## src/rtl/dts_pkg.sv

```systemverilog
// Package: sizes, types and helpers of the depth-first topological sort.
package dts_pkg;

  localparam int MAX_VERTICES = 64;
  localparam int IDX_W        = (MAX_VERTICES > 1) ? $clog2(MAX_VERTICES) : 1;
  localparam int VTX_W        = $clog2(MAX_VERTICES + 1);
  localparam int CNT_W        = 7;
  localparam logic [CNT_W-1:0] RESET_COUNT = 7'd64;

  localparam int ADDR_W = 3;
  localparam logic REG_VERTEX_COUNT = 1'b0;

  localparam int SCAN_BITS   = 8;
  localparam int SCAN_PW     = (SCAN_BITS > 1) ? $clog2(SCAN_BITS) : 1;
  localparam int SCAN_CHUNKS = (MAX_VERTICES + SCAN_BITS - 1) / SCAN_BITS;
  localparam int SCAN_CW     = (SCAN_CHUNKS > 1) ? $clog2(SCAN_CHUNKS) : 1;
  localparam int SCAN_PAD    = SCAN_CHUNKS * SCAN_BITS;

  typedef enum logic [3:0] {
    ST_CLEAR,
    ST_IDLE,
    ST_LOAD_WR,
    ST_ROOT,
    ST_ROOT_SCAN,
    ST_ADJ_WAIT,
    ST_NBR_SCAN,
    ST_POP_WAIT,
    ST_EMIT_RD,
    ST_EMIT_LD
  } state_t;

  typedef struct packed {
    logic             done;
    logic             found;
    logic [IDX_W-1:0] index;
  } scan_res_t;

  function automatic logic [MAX_VERTICES-1:0] count_mask(input logic [CNT_W-1:0] c);
    logic [MAX_VERTICES-1:0] m;
    for (int i = 0; i < MAX_VERTICES; i++) begin
      m[i] = (i < int'(c));
    end
    return m;
  endfunction

endpackage

```

## src/rtl/dts_scan.sv

```systemverilog
// Find-first-set unit: walks a vertex mask one byte per cycle.
module dts_scan
  import dts_pkg::*;
(
  input  logic                    clk,
  input  logic                    rst,
  input  logic                    start,
  input  logic [MAX_VERTICES-1:0] word,
  output scan_res_t               res
);

  logic                busy;
  logic [SCAN_PAD-1:0] shreg;
  logic [SCAN_CW-1:0]  chunk;
  logic [SCAN_BITS-1:0] low;
  logic [SCAN_PW-1:0]  pos;
  logic                hit;
  logic                at_end;

  assign low    = shreg[SCAN_BITS-1:0];
  assign hit    = |low;
  assign at_end = (chunk == SCAN_CW'(SCAN_CHUNKS - 1));

  always_comb begin
    pos = '0;
    for (int i = SCAN_BITS - 1; i >= 0; i--) begin
      if (low[i]) begin
        pos = SCAN_PW'(i);
      end
    end
  end

  always_ff @(posedge clk) begin
    if (rst) begin
      busy <= 1'b0;
    end else if (start) begin
      busy <= 1'b1;
    end else if (busy && (hit || at_end)) begin
      busy <= 1'b0;
    end
  end

  always_ff @(posedge clk) begin
    if (start) begin
      shreg <= SCAN_PAD'(word);
      chunk <= '0;
    end else if (busy) begin
      shreg <= shreg >> SCAN_BITS;
      chunk <= chunk + 1'b1;
    end
  end

  always_comb begin
    res.done  = busy && (hit || at_end);
    res.found = busy && hit;
    res.index = IDX_W'({chunk, pos});
  end

endmodule

```

## config.mk

```make
export PLATFORM = sky130hd
export DESIGN_NAME = dts_scan
export DESIGN_NICKNAME = d
export VERILOG_FILES = /design/src/rtl/dts_pkg.sv /design/src/rtl/dts_scan.sv
export SDC_FILE = /design/constraint.sdc
export NUM_CORES = 1
export LEC_CHECK = 0
export BUFFER_PORTS_ARGS = -buffer_cell sky130_fd_sc_hd__buf_4
export CORE_MARGIN = 2
export CORE_UTILIZATION = 30
export DETAILED_ROUTE_END_ITERATION = 12
export HOLD_SLACK_MARGIN = 0.02
export PLACE_DENSITY_LB_ADDON = 0.3
export SLEW_MARGIN = 10
export SYNTH_ARGS = -nofsm -noshare
export SYNTH_HDL_FRONTEND = slang
export SYNTH_SLANG_ARGS = --single-unit
```

## constraint.sdc

```tcl
create_clock -name clk -period 3 [get_ports clk]
set_input_delay 0.15 -clock clk [delete_from_list [all_inputs] [get_ports clk]]
set_output_delay 0.15 -clock clk [all_outputs]
set_load 0.01 [all_outputs]
```

Yosys cells after proc, flatten, opt, wreduce, memory -nomap -nowiden. Index checks and enable logic that the tools add are counted.

Multiply operators: 0. Reductions and logical operators: 6. Equality and inequality tests: 1. Add/subtract/negate cells: 1. Divide/modulo/power cells: 0. Shifts and indexed selects: 0. Bitwise operators: 0. Muxes and demuxes: 12. Magnitude comparators: 0.

Operators with widths (number): 64-bit two-way mux (2); 3-bit two-way mux (8); 8-bit OR reduction (1); 2-bit nonzero test (2); 3-bit by 1-bit adder with 3-bit output, second input constant (1); 3-bit == test, second input constant (1); 1-bit logical AND (2); 1-bit two-way mux (2); 1-bit logical OR (1).

Memories kept: 0. Bits in latches: 0. Word-level logic and storage cells: 23. Register bits after elaboration: 68. Memory bits (writable): 0. Bits of input ports: 67. Output and inout bits: 8. Bits in read-only memories: 0.

Longest topological paths before layout. Gate-level depths: netlist (run 1).

Depth after elaboration: 8. Gate-level depth with buffers: 5. Gate-level depth less buffers: 5.

Worst setup path before layout (run 1). OpenSTA, ideal clock, no wires.

Path type: flip-flop to flip-flop. Start: register busy. End: register shreg[0] (enable). Buffers on the path: 1. Cell stages (with the launch flop): 3. Clock period less this slack: 1707 ps. Path slack: 1293 ps. Arrival: 1313 ps. Data required time: 2606 ps. Setup time: 394 ps. Cells stage by stage: dfxtp_1 clkbuf_2 or2_2.

Cells in the longest elaborated chain, start to end: 1.

RTL lines: start: declaration (line dts_scan.sv:12) `logic busy;`; start signal: assignment (line dts_scan.sv:35) `busy <= 1'b0;`; start signal: assignment (line dts_scan.sv:37) `busy <= 1'b1;`; start signal: assignment (line dts_scan.sv:39) `busy <= 1'b0;`; 2-bit nonzero test (no line); end signal: assignment (line dts_scan.sv:45) `shreg <= SCAN_PAD'(word);`; end signal: assignment (line dts_scan.sv:48) `shreg <= shreg >> SCAN_BITS;`; end: declaration (line dts_scan.sv:13) `logic [SCAN_PAD-1:0] shreg;`.

No other way between the ends. A chain may end at the register's enable or synchronous reset.

==> reports/qor_table.md, run 1 <==
| Item | Value |
|:---|:---|
| Outcome | finished, final reports clean |
| Part of the cycle the worst path needs | 0.576 |
| Post-synthesis cell type count | 23 |
| TritonCTS Buffers | 9 |
| Clock slew at the register clock pins of the worst setup and hold paths | 0.08 ns |
| Final setup violation count | 0 |
| Number of synthesized register bits | 68 |
| Total count of hold-check failures in the final report | 0 |
| Post-route ant nets | 0 |
| Global-route wire length before repair | 8340 µm |
| Via density per instance | 4.19 |
| Starting DRT DRC Count | 106 |
| I/O pins | 75 |
| CTS root buf | clkbuf_8 |
| Starting Density | 0.308 |
| Power per standard cell area | 539 mW/mm² |
| Final Skew | 0.00652 ns |
| Pin count of the biggest net entering global routing | 65 |
| VDD IR max | 0.000299 V |
| Number of buffers inserted by post-CTS setup repair | 0 |
| GPL Wtd Cong | 0.614 |
| Timing-limited maximum frequency | 579 MHz |
| Row Count | 37 |
| Final global-route overflow total | 0 |
| Worst rel slew slack | 0.403 |
| Die boundary width | 107 µm |
| Data required time of the critical path | 2.85 ns |
| Worst-case clock buffer depth | 2 |
| Number of non-filler instances in the completed layout | 388 |
| Most used cells in the layout excluding fill and tap cells | buf_4, edfxtp_1, mux2_4 |
| Via count of the first global-routing pass | 1687 |
| Hold crit path type | in -> reg |
| Full die area | 0.0114 mm² |
| Final min period | 1.73 ns |
| Standby leakage power | 1.70 nW |
| Hold WS | 0.0874 ns |
| Insertion delay of the later-clocked pin in the worst-skew pair | 0.34 ns |
| Router iterations before antenna repair | 3 |
| Syn Area/Cell | 18.9 µm² |
| Vertical die dimension | 107 µm |
| Number of fill cells in the layout | 969 |
| Proportion of synthesized chip area in sequential cells | 0.630 |
| WS Path Type | reg -> out |
| Crit path arrival time | 1.58 ns |
| Count of unresolved DRC violations after routing | 0 |
| Crit path launch type | register |
| CTS tree | yes |
| Unrepaired setup endpoints after global routing | no |
| Post-placement cell count | 371 |
| Post-synthesis async set-or-reset flop share | 0 |
| Count of mapped cells out of synthesis | 168 |
| Number of antenna violations at the first check in global routing | 0 |
| Yosys warning count | 0 |
| Post-layout net count | 316 |
| Post-DP HPWL | 3360 µm |
| EDFF count, synth | 64 |
| Global routing usage summed across all routing layers | 0.0986 |
| Transition time of the tightest slew-check pin | 0.895 ns |
| Count of pins over their slew limit | 0 |
| Number of levels the H-tree was split into | 3 |
| Summed instance area of the synthesized netlist | 0.00318 mm² |
| Net Count, Synth | 237 |
| Max Cap Viol | 0 |
| Total Wirelength | 5190 µm |
| Ys flop type | edfxtp_1 |
| Layout Area Growth over Synthesis | 27.0% |
| Layout cells sized above 1 | 0.599 |
| Worst-path maximum fanout | 4 |
| Number of sinks on the clock net | 68 |
| Endpoint kind of the worst setup timing path | output pin |
| Antenna cell count | 0 |
| Total number of vias | 1624 |
| # resized after CTS | 0 |
| TNS Setup | 0 ns |
| Number of buffers inserted by port buffering | 74 |
| Post-detailed-route wirelength per cell | 13.4 µm |
| Area of the core region | 0.0103 mm² |
| Leading cell type in the layout, fill and taps excluded | buf_4 |
-- Yosys cell counts, drive strengths merged, types with 2 or more instances --
| master | n | area share |
|---|---|---|
| nor4 | 2 | 0.011 |
| ha | 2 | 0.0079 |
| and2 | 9 | 0.018 |
| nor2 | 7 | 0.0083 |
| inv | 2 | 0.0024 |
| buf | 8 | 0.026 |
| mux2 | 56 | 0.26 |
| dfxtp | 4 | 0.025 |
| mux2i | 2 | 0.0063 |
| edfxtp | 64 | 0.61 |
| nor2b | 2 | 0.0039 |
-- worst max-delay path, stage by stage, from the launching register on --
cell      delay [ns]
edfxtp_1        0.45
nor4_2          0.36
nand2_1         0.11
o21a_1          0.18
buf_4           0.14
-- path summary, 6_finish.rpt --
kind | startpoint | end | slack, ns | cells after the start
max | shreg[1] | res[7] | 1.27 | 4
min | word[60] | shreg[60] | 0.09 | 2
max reg2reg | busy | shreg[34] | 1.31 | 1
min reg2reg | shreg[34] | shreg[26] | 0.54 | 1
-- area by class of cell --
class                   instances  area (µm²)  share of cell area
inverters                       2        7.51             0.00186
repair buffers                 77         581               0.144
clock buffers                   9         124              0.0307
flip-flops and latches         68        2000               0.496
clock inverters                 7        67.6              0.0168
well taps                     136         170              0.0422
multi-input cells              89        1080               0.268
-- per-stage QoR --
| step | area [µm²] | worst slack (ns) | utilization | total power [mW] |
|---|---|---|---|---|
| after floorplan | 3180 | 1.29 | - | 1.37 |
| after global placement | 3830 | 1.19 | 0.371 | 1.46 |
| after detailed placement | 3830 | 1.17 | 0.371 | 1.47 |
| after CTS | 4030 | 1.27 | 0.391 | 2.21 |
| after global routing | 4030 | 1.14 | 0.391 | 2.28 |
| final | 4030 | 1.27 | 0.391 | 2.17 |
-- power by group --
group	leakage, nW	internal [mW]	switching (mW)
registers	0.679	1.14	0.0319
clock network	0.0910	0.379	0.351
logic	0.929	0.183	0.0870
-- metal layers --
| layer | share of wire | up-vias | track usage |
|---|---|---|---|
| met2 | 0.46 | 62 | 0.154 |
| met4 | 0.015 | 0 | 0.0334 |
| met3 | 0.089 | 8 | 0.0535 |
| met5 | 0 | - | 0 |
| li1 | - | 796 | - |
| met1 | 0.44 | 758 | 0.116 |
-- sequential cells by signal (all words and copies together) (netlist names) --
register	flops
shreg	64
busy	1
chunk	3
-- kinds of logic after synthesis --
logic type	synth area share
AO/OA/AOI/OAI	0.0142
XOR/XNOR	0.00276
adder cells (fa/ha/maj)	0.00788
buffers and inverters	0.0299
flip-flops	0.630
multiplexers	0.271
AND/OR/NAND/NOR	0.0437
-- what timing repair did --
item	4_1_cts	5_1_grt
setup endpoints to repair	0	0
hold buffers	1	0
endpoints found under the hold margin	1	0
Power figures use the tool's default switching activity.
==> inputs of run 2 (changes only) <==
clock period = 1.4 ns   (was 3 ns; I/O delays follow)
==> run 2 against run 1 <==
Compared with the run above: the run now ends with negative setup slack left; first-iteration DRC count shrank 24%; final cell count is 18% higher; via count increased by 17%; setup slack lost 1.5 ns; sequential power rose by 120%; register-to-register slack worse by 1.2 ns; critical path depth stayed put; critical path type unchanged; largest cell class unchanged.
==> reports/qor_table.md, run 2 (same netlist as run 1, synthesis figures left out) <==
| Item | Value | Change |
|:---|:---|:---|
| Outcome | finished, violations left |  |
| Violated checks | negative setup slack |  |
| Final global-route overflow total | 0 | unchanged |
| Timing-limited maximum frequency | 620 MHz |  |
| Unrepaired setup endpoints after global routing | yes |  |
| Antenna cell count | 0 | unchanged |
| TritonCTS Buffers | 9 | unchanged |
| Global-route wire length before repair | 9190 µm | +10% |
| Part of the cycle the worst path needs | 1.15 |  |
| I/O pins | 75 | unchanged |
| Row Count | 37 | unchanged |
| Crit path arrival time | 1.54 ns | -0.04 ns |
| Post-route worst setup slack | -0.213 ns | -1.48 ns |
| Number of sinks on the clock net | 68 | unchanged |
| Worst Reg-to-Reg Cells | 4 | +3 |
| Count of unresolved DRC violations after routing | 0 | unchanged |
| Post-route ant nets | 0 | unchanged |
| Most used cells in the layout excluding fill and tap cells | buf_4, edfxtp_1, dlygate4sd3_1 |  |
| Hold crit path type | in -> reg |  |
| Worst Hold End | shreg[22] |  |
| Worst rel slew slack | 0.804 | +0.401 |
| Endpoint kind of the worst setup timing path | output pin |  |
| Leading cell type in the layout, fill and taps excluded | buf_4 |  |
| Data required time of the critical path | 1.33 ns | -1.52 ns |
| Pin count of the biggest net entering global routing | 51 | -22% |
| Flop-to-flop setup slack | 0.16 ns | -1.15 ns |
| Transition time of the tightest slew-check pin | 0.294 ns | -0.602 ns |
| Router iterations before antenna repair | 3 | unchanged |
| Worst setup slack before clock tree synthesis | 0.0992 ns | -1.07 ns |
| Final Skew | 0.0115 ns | +0.00497 ns |
| Starting Density | 0.308 | unchanged |
| Vertical die dimension | 107 µm | unchanged |
| Die boundary width | 107 µm | unchanged |
| Total count of hold-check failures in the final report | 0 | unchanged |
| Starting DRT DRC Count | 81 | -24% |
| Via count of the first global-routing pass | 2006 | +19% |
| Worst hold path stage count | 2 | unchanged |
| Via density per instance | 4.14 | -1.2% |
| Number of non-filler instances in the completed layout | 459 | +18% |
| CTS tree | yes |  |
| Number of levels the H-tree was split into | 3 | unchanged |
| Max reg flops | 64 | unchanged |
| Layout Area Growth over Synthesis | 52.4% |  |
| Standby leakage power | 2.05 nW | +21% |
| Layout cells sized above 1 | 0.511 | -0.0884 |
| Number of antenna violations at the first check in global routing | 0 | unchanged |
| GPL Wtd Cong | 0.615 | about the same |
| Count of pins over their slew limit | 0 | unchanged |
| Max Cap Viol | 0 | unchanged |
| Hold Path Origin | word[22] |  |
| Reg-to-reg startpoint | shreg[5] |  |
| Total number of vias | 1898 | +17% |
| Worst r2r dst | busy |  |
| Crit path launch type | register |  |
| Final min period | 1.61 ns |  |
| Total Wirelength | 5830 µm | +12% |
| WS Path Type | reg -> out |  |
| Number of buffers inserted by port buffering | 74 | unchanged |
| Worst-path maximum fanout | 3 | -1 |
| Worst-case clock buffer depth | 2 | unchanged |
| Global routing usage summed across all routing layers | 0.105 | +0.00617 |
| Register containing the most flip-flops in the final layout | shreg |  |
| Area of the core region | 0.0103 mm² | unchanged |
| Post-layout utilization of the core | 0.469 | +0.0783 |
| Post-detailed-route wirelength per cell | 12.7 µm | -5.0% |
| Post-placement cell count | 376 | +1.3% |
| Power per standard cell area | 1060 mW/mm² | +96% |
| Post-layout net count | 387 | +22% |
| Largest registers ranked by flip-flop count | shreg x64, chunk x3, busy x1 |  |
| VDD IR max | 0.000681 V | +130% |
| CTS root buf | clkbuf_8 |  |
| Full die area | 0.0114 mm² | unchanged |
| Clock slew at the register clock pins of the worst setup and hold paths | 0.07 ns | about the same |
| Final setup violation count | 5 | +5 |
| Insertion delay of the later-clocked pin in the worst-skew pair | 0.34 ns | about the same |
| Post-DP HPWL | 3590 µm | +6.8% |
| TNS Setup | -0.837 ns | -0.837 ns |
run 2: cell types whose count changed in the layout (fill, tap and decap cells not counted), sizes merged:
cell / previous run / this run
clkbuf: 9 / 12
clkinvlp: 3 / 1
clkinv: 3 / 1
bufinv: 1 / 2
buf: 76 / 86
dlygate4sd3: 1 / 62
run 2: routing by layer:
metal  global-route usage  vias up  share of wire
li1                     -      936              -
met1                0.121      891           0.43
met2                0.177       62           0.49
met3               0.0401        9          0.063
met4               0.0390        0          0.015
met5                    0        -              0
run 2: where the power goes:
group	internal (mW)	switching, mW
combinational	0.550	0.237
sequential	2.45	0.0711
clock	1.10	0.724
total	4.09	1.03
run 2: what timing repair did:
item	4_1_cts	5_1_grt
hold endpoints to repair	59	3
setup endpoints to repair	5	5
gates cloned	0	0
pin swaps	4	0
buffers inserted	5	0
hold buffers	59	3
resized for setup	5	4
run 2: how the worst max path moves through the flow:
stage | start | endpoint | slack (ns) | cells after the start
after global routing | shreg[2] | res[7] | -0.31 | 4
after detailed placement | shreg[2] | res[7] | 0.1 | 4
final | shreg[2] | res[7] | -0.21 | 4
after global placement | shreg[4] | res[7] | 0.15 | 4
after CTS | shreg[5] | res[7] | -0.22 | 4
after floorplan | busy | shreg[0] | 0.003 | 2
run 2: area by class of cell:
class / instances / area [µm²]
flip-flops and latches: 68 / 2000
multi-input cells: 89 / 1110
well taps: 136 / 170
clock inverters: 4 / 72.6
fillers: 893 / 5480
clock buffers: 12 / 155
repair buffers: 148 / 1320
inverters: 2 / 7.51
run 2: worst max-delay path, cell delays in order (launching register included):
cell	delay [ns]
edfxtp_1	0.43
nor4_4	0.35
nand2_1	0.12
o21a_1	0.19
buf_6	0.12
run 2: per-stage QoR:
stage	power, mW	cell area [µm²]	hold WS (ns)
floorplan	2.93	3180	0.142
global placement	3.16	3920	0.243
detailed placement	3.18	3920	0.236
CTS	5.19	4790	0.0205
global route	5.36	4840	0.0275
finish	5.13	4840	0.0416
