$ cat config.mk
export PLATFORM = sky130hd
export DESIGN_NAME = dts_ram
export DESIGN_NICKNAME = d
export VERILOG_FILES = /design/src/rtl/dts_ram.sv
export SDC_FILE = /design/constraint.sdc
export NUM_CORES = 1
export LEC_CHECK = 0
export BUFFER_PORTS_ARGS = -buffer_cell sky130_fd_sc_hd__clkbuf_2
export CAP_MARGIN = 10
export CELL_PAD_IN_SITES_DETAIL_PLACEMENT = 0
export CELL_PAD_IN_SITES_GLOBAL_PLACEMENT = 2
export CORE_MARGIN = 1
export CORE_UTILIZATION = 45
export CTS_CLUSTER_SIZE = 40
export DETAILED_ROUTE_END_ITERATION = 8
export GPL_ROUTABILITY_DRIVEN = 0
export PLACE_DENSITY = 0.84
export SETUP_SLACK_MARGIN = 0.05
export SYNTH_ARGS = -nofsm -noshare
export SYNTH_HDL_FRONTEND = slang
export SYNTH_SLANG_ARGS = --single-unit
$ cat constraint.sdc
create_clock -name clk -period 2.5 [get_ports clk]
set_clock_uncertainty 0.2 [all_clocks]
set_input_delay 0.375 -clock clk [delete_from_list [all_inputs] [get_ports clk]]
set_output_delay 0.375 -clock clk [all_outputs]
set_load 0.01 [all_outputs]
$ cat src/rtl/dts_ram.sv
// Generic single-write, single-read RAM with registered read data.
module dts_ram #(
  parameter int WIDTH = 8,
  parameter int DEPTH = 16,
  localparam int AW = (DEPTH > 1) ? $clog2(DEPTH) : 1
) (
  input  logic             clk,
  input  logic             we,
  input  logic [AW-1:0]    waddr,
  input  logic [WIDTH-1:0] wdata,
  input  logic [AW-1:0]    raddr,
  output logic [WIDTH-1:0] rdata
);

  logic [WIDTH-1:0] mem [DEPTH];

  always_ff @(posedge clk) begin
    if (we) begin
      mem[waddr] <= wdata;
    end
    rdata <= mem[raddr];
  end

endmodule

### Yosys cells after proc, flatten, opt, wreduce, memory -nomap -nowiden

Memories as Yosys holds them, arrays and structs flattened. A register that Yosys moved wholly into a read port is not among the register bits.
Index checks and enable logic that the tools add are counted.

| word-level totals | value |
|---|---|
| register bits | 0 |
| RAM bits | 128 |
| input bits | 18 |
| output and inout port bits | 8 |
| logic and storage cells | 3 |
| memories kept | 1 |

Memories:

| name | depth | width | rd ports | clocked after memory_dff | wr ports | RTL line | RTL |
|---|---|---|---|---|---|---|---|
| mem | 16 | 8 | 1 | 1 | 1 | 15 | `logic [WIDTH-1:0] mem [DEPTH];` |

| cells by class | value |
|---|---|
| multiplexer cells | 2 |

Operators by type and width:

| cell | count |
|---|---|
| 1-bit 2-to-1 mux | 2 |

### Depth between registers and ports, before layout

Gate-level depths: netlist (run 1).

| logic depth | value |
|---|---|
| depth in word-level cells | 2 |
| depth in mapped cells | 5 |
| gate-level depth less buffers | 3 |

### Least setup slack after synthesis (run 1)

OpenSTA, ideal clock, no wires.

| path | value |
|---|---|
| path type | input port to flip-flop |
| start | in waddr[2] |
| end | mem mem[0][0] (enable) |
| library setup time | 0.383 ns |
| arrival time | 1.485 ns |
| data required time | 1.917 ns |
| setup slack | 0.432 ns |
| stages on the path | 2 |
| buffers on the path | 0 |
| cells stage by stage | or3b_2 -> nor3_1 |

RTL lines:

| what | RTL line | RTL |
|---|---|---|
| from (decl) | 9 | `input logic [AW-1:0] waddr,` |
| to (decl) | 15 |  |

Straight into the memory's write port.

==> impl_metrics.csv, run 1 <==
group,metric,value,unit
detailed_routing,drt_first_iter_violations,226,
detailed_routing,route.detailed.drc,0,
floorplan,die_height,109,um
clocking,tritoncts,"yes",
critical_path,timing.critical_path.from,"raddr[0]",
sta,layout_setup_ws,0.916,ns
synth,ys_warn_count,0,
cells_and_area,num-nets-final,299,
power,peakVddDrop,0.533,mV
detailed_routing,antenna_left,0,
floorplan,die_area,11900,um^2
placement,port_buffers,25,
cells_and_area,n_antenna_cell,0,
clocking,cts_buffers,17,
synth,syn-cell-area,5150,um^2
critical_path,timing.critical_path.cells,"clkbuf_2, buf_12, mux4_1, a22oi_1, nand2_1",
synth,compound_gate_fraction_of_synth_area,2.33,%
cells_and_area,final_layout_size_suffix_gt1_share,31.0,%
global_routing,grt_remaining_overflow,0,
clocking,htreeDepth,4,
sta,finalSetupViolCount,0,
critical_path,timing.critical_path.from_type,"input pin",
critical_path,worstPathMaxFanout,32,
power,finalPower,5170,uW
global_routing,global_route.usage.total,17.3,%
synth,post_synth_fa_ha_maj_area_fraction,0,%
sta,finalWorstPathRequiredPeriod,1.58,ns
sta,layout_worst_path_cycle_share,63.4,%
floorplan,initial_utilization,46.9,%
floorplan,coreArea,11000,um^2
synth,synth_simple_gate_area_share,3.18,%
clocking,clkSinkCount,136,
critical_path,crit_required,2.59,ns
critical_path,worst_path_max_delay_cell,"mux4_1",
clocking,post_cts.repair.setup_buffers,0,
synth,syn_area_per_cell,22.5,um^2
detailed_routing,vias_per_cell,5.47,
detailed_routing,postRouteWirelength,8.94,mm
clocking,cts-root-to-sink-buffers,2,
sta,hold_fails_final_rpt,0,
sta,hold_slack,0.178,ns
global_routing,grt_pass1_vias,2393,
sta,max_freq,631,MHz
cells_and_area,final.fill_count,756,
clocking,ctsRootBufferMaster,"clkbuf_16",
power,power.density_cell_area,848,nW/um^2
floorplan,std_cell_rows,38,
detailed_routing,drt_first_pass_iters,5,
synth,post_synth_num_cell_types,19,
cells_and_area,layout.cell_area.non_filler,6100,um^2
synth,yosys_register_bits,136,
run,drv_cap,0,
global_routing,grt_pass1_wl,13.9,mm
detailed_routing,route.vias.total,2373,
sta,finalMaxSlewViolations,0,
synth,synth_top_cells_by_area,"edfxtp_1 (75%), mux4_2 (7.9%), mux4_1 (7.1%), dfxtp_1 (3.1%), a22oi_1 (2.3%)",
synth,synth_sequential_area_ratio,77.8,%
critical_path,worst_r2r_startpoint,"mem[2][1]",
power,cellLeakagePower,0.00207,uW
placement,placement.cell_area,5520,um^2
synth,syn_inst,229,
clocking,cts-resized-gates,0,
critical_path,timing.critical_path.arrival,1.67,ns
sta,worst-slew-pin-transition,0.701,ns
critical_path,r2r_slack,0.97,ns
floorplan,die_w,109,um
global_routing,grt_max_degree,33,
clocking,hold_buffers,0,
synth,synth_top_area_cell,"edfxtp_1",
clocking,clkSlewWorstSetupHoldPaths,0.06,ns
detailed_routing,routed_wire_length_per_instance,20.6,um
synth,synth.area.mux_share,15.0,%
critical_path,timing.critical_path.to_type,"flop",
sta,grt_setup_unrepaired,"false",
global_routing,number_of_antenna_violations_at_the_first_check_in_global_routing,0,
worst_hold_path,worst_hold_startpoint,"wdata[1]",
cells_and_area,area_delta_synth_final,18.5,%
critical_path,slowest_delay,0.59,ns
synth,synth_top_family_by_area,"multiplexers",
placement,pre_cts_ws,0.477,ns
worst_hold_path,worst_hold_path_type,"in2reg",
outcome,run_status,"complete, no violations",
synth,postSynthNetCount,247,
critical_path,path_class,"in2reg",
synth,synth_top_area_share,74.7,%
sta,slew_headroom,53.2,%
floorplan,num_io_pins,26,
clocking,insertion_delay,0.41,ns
sta,fin_tns_setup,0,ns
synth,synth_xor_area_share,0,%
-- report_power, final --
part	internal [uW]	switching [uW]	total, uW
Sequential	2550	16.6	2570
Combinational	101	130	231
Clock	1470	910	2380
-- registers in the layout, summed over array words and instances, names as in the netlist --
name	cells
mem	128
rdata	8
-- layout make-up --
| cell class | instances | area [um^2] | share of cell area [%] |
|---|---|---|---|
| flip-flops and latches | 136 | 4000 | 65.6 |
| multi-input cells | 83 | 1060 | 17.3 |
| clock buffers | 17 | 425 | 6.97 |
| repair buffers | 43 | 285 | 4.68 |
| well taps | 140 | 175 | 2.87 |
| clock inverters | 15 | 153 | 2.50 |
-- cell families (layout without fill, tap and decap cells) --
logic type,count (synthesis),count (layout)
DFF,136,136
and+or+nand+nor,35,35
muxes,32,32
AOI/OAI and AO/OA,16,16
buffers and inverters,10,75
-- cell usage after synthesis --
| cell type | count |
|---|---|
| buf_2 | 3 |
| and2_1 | 1 |
| nand3_1 | 1 |
| or3b_2 | 1 |
| nand3b_1 | 2 |
| and2b_1 | 1 |
| nor2b_1 | 1 |
| edfxtp_1 | 128 |
| nand2_1 | 9 |
| clkdlybuf4s25_2 | 3 |
| mux4_2 | 18 |
| a22oi_1 | 16 |
| mux4_1 | 14 |
| nor3_1 | 4 |
| buf_4 | 1 |
| buf_6 | 3 |
| nor2_1 | 13 |
| dfxtp_1 | 8 |
| nand2b_1 | 2 |
-- per-layer routing --
layer	global-route usage [%]	wire length, um	share of wire [%]	vias up
met3	5.68	678	7.6	6
li1	-	-	-	1081
met2	27.2	4610	52	89
met1	22.7	3540	40	1197
met4	5.79	99	1.1	0
met5	0	0	0	-
-- stage by stage --
step | std cells | utilization, %
floorplan | 229 | -
CTS | 434 | 55.5
global placement | 402 | 50.3
finish | 434 | 55.5
global route | 434 | 55.5
detailed placement | 402 | 50.3
-- worst paths after layout --
| kind | cells after the start | endpoint |
|---|---|---|
| worst max register to register | 3 | rdata[1] |
| worst max-delay path | 5 | rdata[0] |
| worst min register to register | 3 | rdata[5] |
| worst min-delay path | 1 | mem[15][1] |
-- layout by cell type, fill, tap and decap left out, types with 3 or more instances in the layout --
cell type   netlist  routed
clkbuf_16         0      17
nor2_1           13      13
clkinvlp_4        0       5
nand2_1           9       9
dfxtp_1           8       8
buf_4             1      16
a22oi_1          16      16
inv_6             0       3
mux4_1           14      14
mux4_2           18      18
clkbuf_2          0      25
clkinv_1          0       3
nor3_1            4       4
edfxtp_1        128     128
-- worst max-delay path: cells and delay by family --
kind / cells / cell delay (ns)
mux: 1 / 0.59
buf+inv: 2 / 0.35
compound gates: 1 / 0.27
simple gates: 1 / 0.08
Note: power is estimated with default switching activity, not from simulation.
==> run 2, diff against run 1 <==
clock period = 1.7 ns   (was 2.5 ns; I/O delays follow)
==> impl_metrics.csv, run 2 (synthesis results as in run 1) <==
group,metric,value,unit
critical_path,slowest_delay,0.50,ns
detailed_routing,wl_on_met1,4.40,mm
worst_hold_path,hold_path_end,"mem[6][5]",
floorplan,die_height,109,um
clocking,clkSlewWorstSetupHoldPaths,0.06,ns
cells_and_area,n_antenna_cell,0,
sta,finalMaxSlewViolations,0,
critical_path,timing.critical_path.from,"mem[1][0]",
critical_path,timing.critical_path.from_type,"flop",
critical_path,path_class,"reg2reg",
clocking,cts_buffers,17,
detailed_routing,routed-wl-met3,515,um
detailed_routing,maxUsedRoutingLayer,"met4",
critical_path,worst_reg_to_reg_cells,3,
power,power.density_cell_area,1300,nW/um^2
cells_and_area,final_common_cell,"edfxtp_1",
detailed_routing,routed_wire_length_per_instance,22.9,um
clocking,post_cts.repair.setup_buffers,0,
placement,port_buffers,25,
detailed_routing,postRouteWirelength,10.1,mm
critical_path,crit_required,1.79,ns
global_routing,grt_pass1_vias,2461,
critical_path,r2r_slack,0.11,ns
detailed_routing,route.detailed.drc,0,
global_routing,grt_pass1_wl,15.0,mm
cells_and_area,num-nets-final,306,
placement,half_perimeter_wire_length_after_placement,6.33,mm
sta,layout_setup_ws,0.111,ns
cells_and_area,registers.top_by_ff_count,"mem",
placement,pre_cts_ws,-0.193,ns
outcome,run_status,"complete, no violations",
cells_and_area,final.fill_count,807,
cells_and_area,largest_reg_flops,128,
worst_hold_path,worst_hold_path_type,"in2reg",
worst_hold_path,holdPathStages,1,
global_routing,grt_max_degree,19,
cells_and_area,final_layout_size_suffix_gt1_share,32.2,%
cells_and_area,final_cell_mix,"edfxtp_1 (128), clkbuf_2 (25), buf_4 (21), mux4_2 (18), clkbuf_16 (17)",
sta,finalWorstPathRequiredPeriod,1.59,ns
floorplan,std_cell_rows,38,
worst_hold_path,worst_hold_startpoint,"wdata[5]",
clocking,tritoncts,"yes",
sta,max_freq,629,MHz
sta,layout_worst_path_cycle_share,93.5,%
cells_and_area,ff_latch_area,4000,um^2
critical_path,worstPathMaxFanout,1,
sta,hold_fails_final_rpt,0,
floorplan,die_w,109,um
cells_and_area,reg_top3,"mem x128, rdata x8",
detailed_routing,vias_per_cell,5.70,
power,cellLeakagePower,0.00215,uW
sta,fin_tns_setup,0,ns
sta,slew_headroom,48.2,%
critical_path,timing.critical_path.cells,"mux4_1, a22oi_1, nand2_1",
power,peakVddDrop,0.851,mV
global_routing,number_of_antenna_violations_at_the_first_check_in_global_routing,0,
global_routing,grt_remaining_overflow,0,
sta,grt_setup_unrepaired,"false",
placement,placement.cell_area,5600,um^2
clocking,cts-root-to-sink-buffers,2,
global_routing,global_route.usage.total,19.1,%
detailed_routing,drt_first_iter_violations,159,
run,drv_cap,0,
critical_path,worst_r2r_startpoint,"mem[1][0]",
clocking,ctsRootBufferMaster,"clkbuf_16",
clocking,insertion_delay,0.41,ns
floorplan,die_area,11900,um^2
detailed_routing,route.vias.total,2513,
clocking,clkSinkCount,136,
floorplan,coreArea,11000,um^2
critical_path,timing.critical_path.to_type,"flop",
critical_path,timing.critical_path.arrival,1.68,ns
cells_and_area,finish.cell_count_without_fillers,441,
floorplan,num_io_pins,26,
floorplan,initial_utilization,46.9,%
sta,worst-slew-pin-transition,0.775,ns
placement,place_inst,409,
critical_path,r2r_end,"rdata[0]",
detailed_routing,antenna_left,0,
cells_and_area,layout.cell_area.non_filler,6250,um^2
cells_and_area,multi_input_area,1070,um^2
clocking,htreeDepth,4,
detailed_routing,drt_first_pass_iters,4,
sta,finalSetupViolCount,0,
detailed_routing,routed-wl-met2,4.99,mm
cells_and_area,area_delta_synth_final,21.4,%
critical_path,worst_path_max_delay_cell,"mux4_1",
-- run 2: cell count changes in the layout (fill, tap and decap cells not counted), moves of 2 or more --
cell / change
bufinv_16: +3
inv_6: -3
buf_4: +5
buf_12: +2
clkinv_4: -2
clkinvlp_4: -4
clkbuf_8: +2
clkbuf_1: +4
-- run 2: metrics by stage --
step / total power, uW / util, % / hold slack [ns]
floorplan: 4040 / - / 0.154
global placement: 4210 / 51.0 / 0.446
detailed placement: 4220 / 51.0 / 0.448
CTS: 8140 / 56.8 / 0.0682
global route: 8300 / 56.9 / 0.0968
finish: 8090 / 56.9 / 0.0750
-- run 2: worst max-delay path: cells and delay by family (launching register included) --
| kind | cells | cell delay (ns) |
|---|---|---|
| mux | 1 | 0.50 |
| flops | 1 | 0.36 |
| simple gates | 1 | 0.10 |
| compound gates | 1 | 0.31 |
-- run 2: cell type report --
class / count / share of cell area (%)
Clock inverter: 9 / 2.72
Multi-Input combinational cell: 83 / 17.1
Sequential cell: 136 / 64.1
Clock buffer: 23 / 7.49
Timing Repair Buffer: 50 / 5.81
Tap cell: 140 / 2.80
-- run 2: power breakdown --
group / switching [uW] / internal, uW / total, uW
Clock: 1270 / 2670 / 3940
Combinational: 209 / 166 / 375
Sequential: 25.2 / 3750 / 3780
-- run 2: per-layer routing --
layer	vias to the layer above	track usage, %
met5	-	0
met4	0	8.59
met3	15	4.66
met2	93	29.7
met1	1313	25.5
li1	1092	-
-- run 2: how the worst max path moves through the flow --
stage	end	slack, ns
after CTS	rdata[1]	0.11
after detailed placement	rdata[2]	-0.19
final	rdata[0]	0.11
after global placement	rdata[2]	-0.18
after floorplan	mem[3][0]	-0.02
after global routing	rdata[0]	0.05
-- run 2: timing repair --
action	CTS	global route
hold buffers	0	0
gates resized for setup	0	1
setup endpoints to repair	0	1
==> run 3, diff against run 2 <==
--- a/config.mk
+++ b/config.mk
@@ -6,4 +6,5 @@
 export NUM_CORES = 1
 export LEC_CHECK = 0
+export ABC_AREA = 1
 export BUFFER_PORTS_ARGS = -buffer_cell sky130_fd_sc_hd__clkbuf_2
 export CAP_MARGIN = 10
@@ -11,9 +12,9 @@
 export CELL_PAD_IN_SITES_GLOBAL_PLACEMENT = 2
 export CORE_MARGIN = 1
-export CORE_UTILIZATION = 45
+export CORE_UTILIZATION = 40
 export CTS_CLUSTER_SIZE = 40
 export DETAILED_ROUTE_END_ITERATION = 8
 export GPL_ROUTABILITY_DRIVEN = 0
-export PLACE_DENSITY = 0.84
+export PLACE_DENSITY = 0.88
 export SETUP_SLACK_MARGIN = 0.05
 export SYNTH_ARGS = -nofsm -noshare
==> constraint.sdc (replaced) <==
create_clock -name clk -period 1.7 [get_ports clk]
set_clock_uncertainty 0.2 [all_clocks]
set_input_delay 0.17 -clock clk [delete_from_list [all_inputs] [get_ports clk]]
set_output_delay 0.17 -clock clk [all_outputs]
set_load 0.01 [all_outputs]
==> impl_metrics.csv, run 3 <==
group,metric,value,unit
global_routing,number_of_antenna_violations_at_the_first_check_in_global_routing,0,
clocking,htreeDepth,4,
cells_and_area,area_delta_synth_final,18.3,%
sta,hold_slack,0.0265,ns
power,cellLeakagePower,0.00297,uW
global_routing,grt_max_degree,65,
detailed_routing,postRouteWirelength,13.0,mm
floorplan,initial_utilization,41.2,%
outcome,run_status,"complete, no violations",
clocking,hold_buffers,1,
critical_path,worst_reg_to_reg_cells,6,
worst_hold_path,holdPathStages,1,
clocking,cts-root-to-sink-buffers,2,
critical_path,worstPathMaxFanout,9,
critical_path,timing.critical_path.arrival,1.44,ns
critical_path,path_class,"in2reg",
synth,post_synth_fa_ha_maj_area_fraction,0,%
clocking,ctsRootBufferMaster,"clkbuf_16",
critical_path,worst_r2r_startpoint,"mem[11][2]",
synth,compound_gate_fraction_of_synth_area,0,%
cells_and_area,reg_top3,"mem x128, rdata x8",
floorplan,std_cell_rows,43,
floorplan,coreArea,14000,um^2
synth,syn-cell-area,5770,um^2
sta,finalMaxSlewViolations,0,
sta,fin_tns_setup,0,ns
critical_path,r2r_end,"rdata[2]",
synth,synth.area.mux_share,0,%
clocking,cts_buffers,17,
clocking,insertion_delay,0.41,ns
synth,post_synth_num_cell_types,12,
global_routing,grt_remaining_overflow,0,
floorplan,num_io_pins,26,
critical_path,crit_required,1.85,ns
critical_path,timing.critical_path.from,"raddr[3]",
clocking,cts-resized-gates,0,
synth,synth_sequential_area_ratio,69.4,%
cells_and_area,n_antenna_cell,0,
synth,syn_inst,551,
synth,yosys_register_bits,136,
worst_hold_path,worst_hold_path_type,"in2reg",
critical_path,timing.critical_path.to_type,"flop",
clocking,post_cts.repair.setup_buffers,0,
global_routing,grt_pass1_vias,3583,
sta,slew_headroom,72.4,%
synth,ys_warn_count,0,
sta,worst-slew-pin-transition,0.413,ns
sta,grt_setup_unrepaired,"false",
synth,edff_count_synth,128,
synth,syn_area_per_cell,10.5,um^2
detailed_routing,antenna_left,0,
cells_and_area,largest_reg_flops,128,
clocking,tritoncts,"yes",
sta,finalWorstPathRequiredPeriod,1.29,ns
synth,synth_top_cells_by_area,"edfxtp_1 (67%), nand2_1 (11%), nand3_1 (8.4%), inv_1 (6.5%), dfxtp_1 (2.8%)",
power,power.density_cell_area,1180,nW/um^2
cells_and_area,final.fill_count,1256,
cells_and_area,final_layout_size_suffix_gt1_share,13.5,%
placement,port_buffers,25,
synth,synth_top_area_cell,"edfxtp_1",
detailed_routing,vias_per_cell,4.80,
placement,half_perimeter_wire_length_after_placement,7.94,mm
run,drv_cap,0,
cells_and_area,num-nets-final,614,
synth,async_flop_share,0,%
sta,max_freq,776,MHz
sta,finalSetupViolCount,0,
critical_path,r2r_slack,0.47,ns
detailed_routing,drt_first_pass_iters,7,
cells_and_area,final_cell_mix,"nand2_1 (173), edfxtp_1 (128), inv_1 (100), nand3_1 (97), clkbuf_2 (25)",
floorplan,die_w,122,um
floorplan,die_height,122,um
floorplan,die_area,14900,um^2
synth,synth_xor_area_share,0,%
worst_hold_path,hold_path_end,"mem[14][2]",
global_routing,global_route.usage.total,19.1,%
clocking,clkSinkCount,136,
synth,postSynthNetCount,569,
synth,synth_top_family_by_area,"simple AND/OR/NAND/NOR gates",
cells_and_area,final_common_cell,"nand2_1",
worst_hold_path,worst_hold_startpoint,"wdata[2]",
synth,most_common_cell_in_the_synthesized_netlist,"nand2_1",
global_routing,grt_pass1_wl,20.2,mm
clocking,clkSlewWorstSetupHoldPaths,0.06,ns
detailed_routing,drt_first_iter_violations,316,
synth,synth_simple_gate_area_share,21.0,%
detailed_routing,route.vias.total,3790,
critical_path,timing.critical_path.from_type,"input pin",
detailed_routing,route.detailed.drc,0,
synth,yosys-top-cells-count,"nand2_1 (173), edfxtp_1 (128), inv_1 (100)",
cells_and_area,registers.top_by_ff_count,"mem",
sta,layout_worst_path_cycle_share,75.8,%
synth,ys.flop_type,"edfxtp_1",
synth,synth_top_area_share,66.7,%
sta,hold_fails_final_rpt,0,
detailed_routing,routed_wire_length_per_instance,16.5,um
power,peakVddDrop,0.618,mV
## run 3: routing by layer
metal | share of wire, % | GRT usage [%] | up-vias
li1 | - | - | 1862
met1 | 45 | 26.1 | 1787
met2 | 47 | 29.4 | 123
met3 | 5.9 | 4.31 | 18
met4 | 2.2 | 7.62 | 0
met5 | 0 | 0 | -
## run 3: worst max-delay path by stage
stage / end / slack [ns] / cells after the start
floorplan: mem[10][0] / 0.38 / 2
global placement: rdata[2] / 0.13 / 8
detailed placement: rdata[2] / 0.14 / 8
CTS: rdata[7] / 0.41 / 5
global route: rdata[7] / 0.36 / 5
finish: rdata[0] / 0.41 / 5
## run 3: cell families (layout without fill, tap and decap cells)
group,after synthesis,after routing
AND/OR/NAND/NOR,289,289
flip-flops,136,136
buffers and inverters,126,184
## run 3: through the flow
stage | total power [uW] | util (%) | instance area, um^2 | cells | worst slack, ns
final | 8040 | 48.8 | 6820 | 789 | 0.412
after global routing | 8280 | 48.8 | 6820 | 789 | 0.359
after CTS | 8110 | 48.8 | 6820 | 789 | 0.405
after detailed placement | 4330 | 44.3 | 6190 | 756 | 0.140
after global placement | 4320 | 44.3 | 6190 | 756 | 0.130
after floorplan | 4110 | - | 5770 | 551 | 0.379
## run 3: report_power, final
| group | internal [uW] | total, uW | switching, uW |
|---|---|---|---|
| combinational | 152 | 485 | 333 |
| sequential | 3750 | 3770 | 20.2 |
| clock | 2470 | 3790 | 1310 |
| total | 6370 | 8040 | 1670 |
## run 3: layout make-up
| class | count | area (um^2) | area share (%) |
|---|---|---|---|
| clock buffers | 18 | 439 | 6.44 |
| clock inverters | 14 | 180 | 2.64 |
| inverters | 102 | 383 | 5.61 |
| multi-input cells | 289 | 1210 | 17.8 |
| flip-flops and latches | 136 | 4000 | 58.7 |
| well taps | 180 | 225 | 3.30 |
| repair buffers | 50 | 378 | 5.54 |
## run 3: critical path: stages
cell and delay, ns:
dlygate4sd3_1 0.53, clkbuf_2 0.21, inv_1 0.27, nand3_1 0.16, nand2_1 0.10
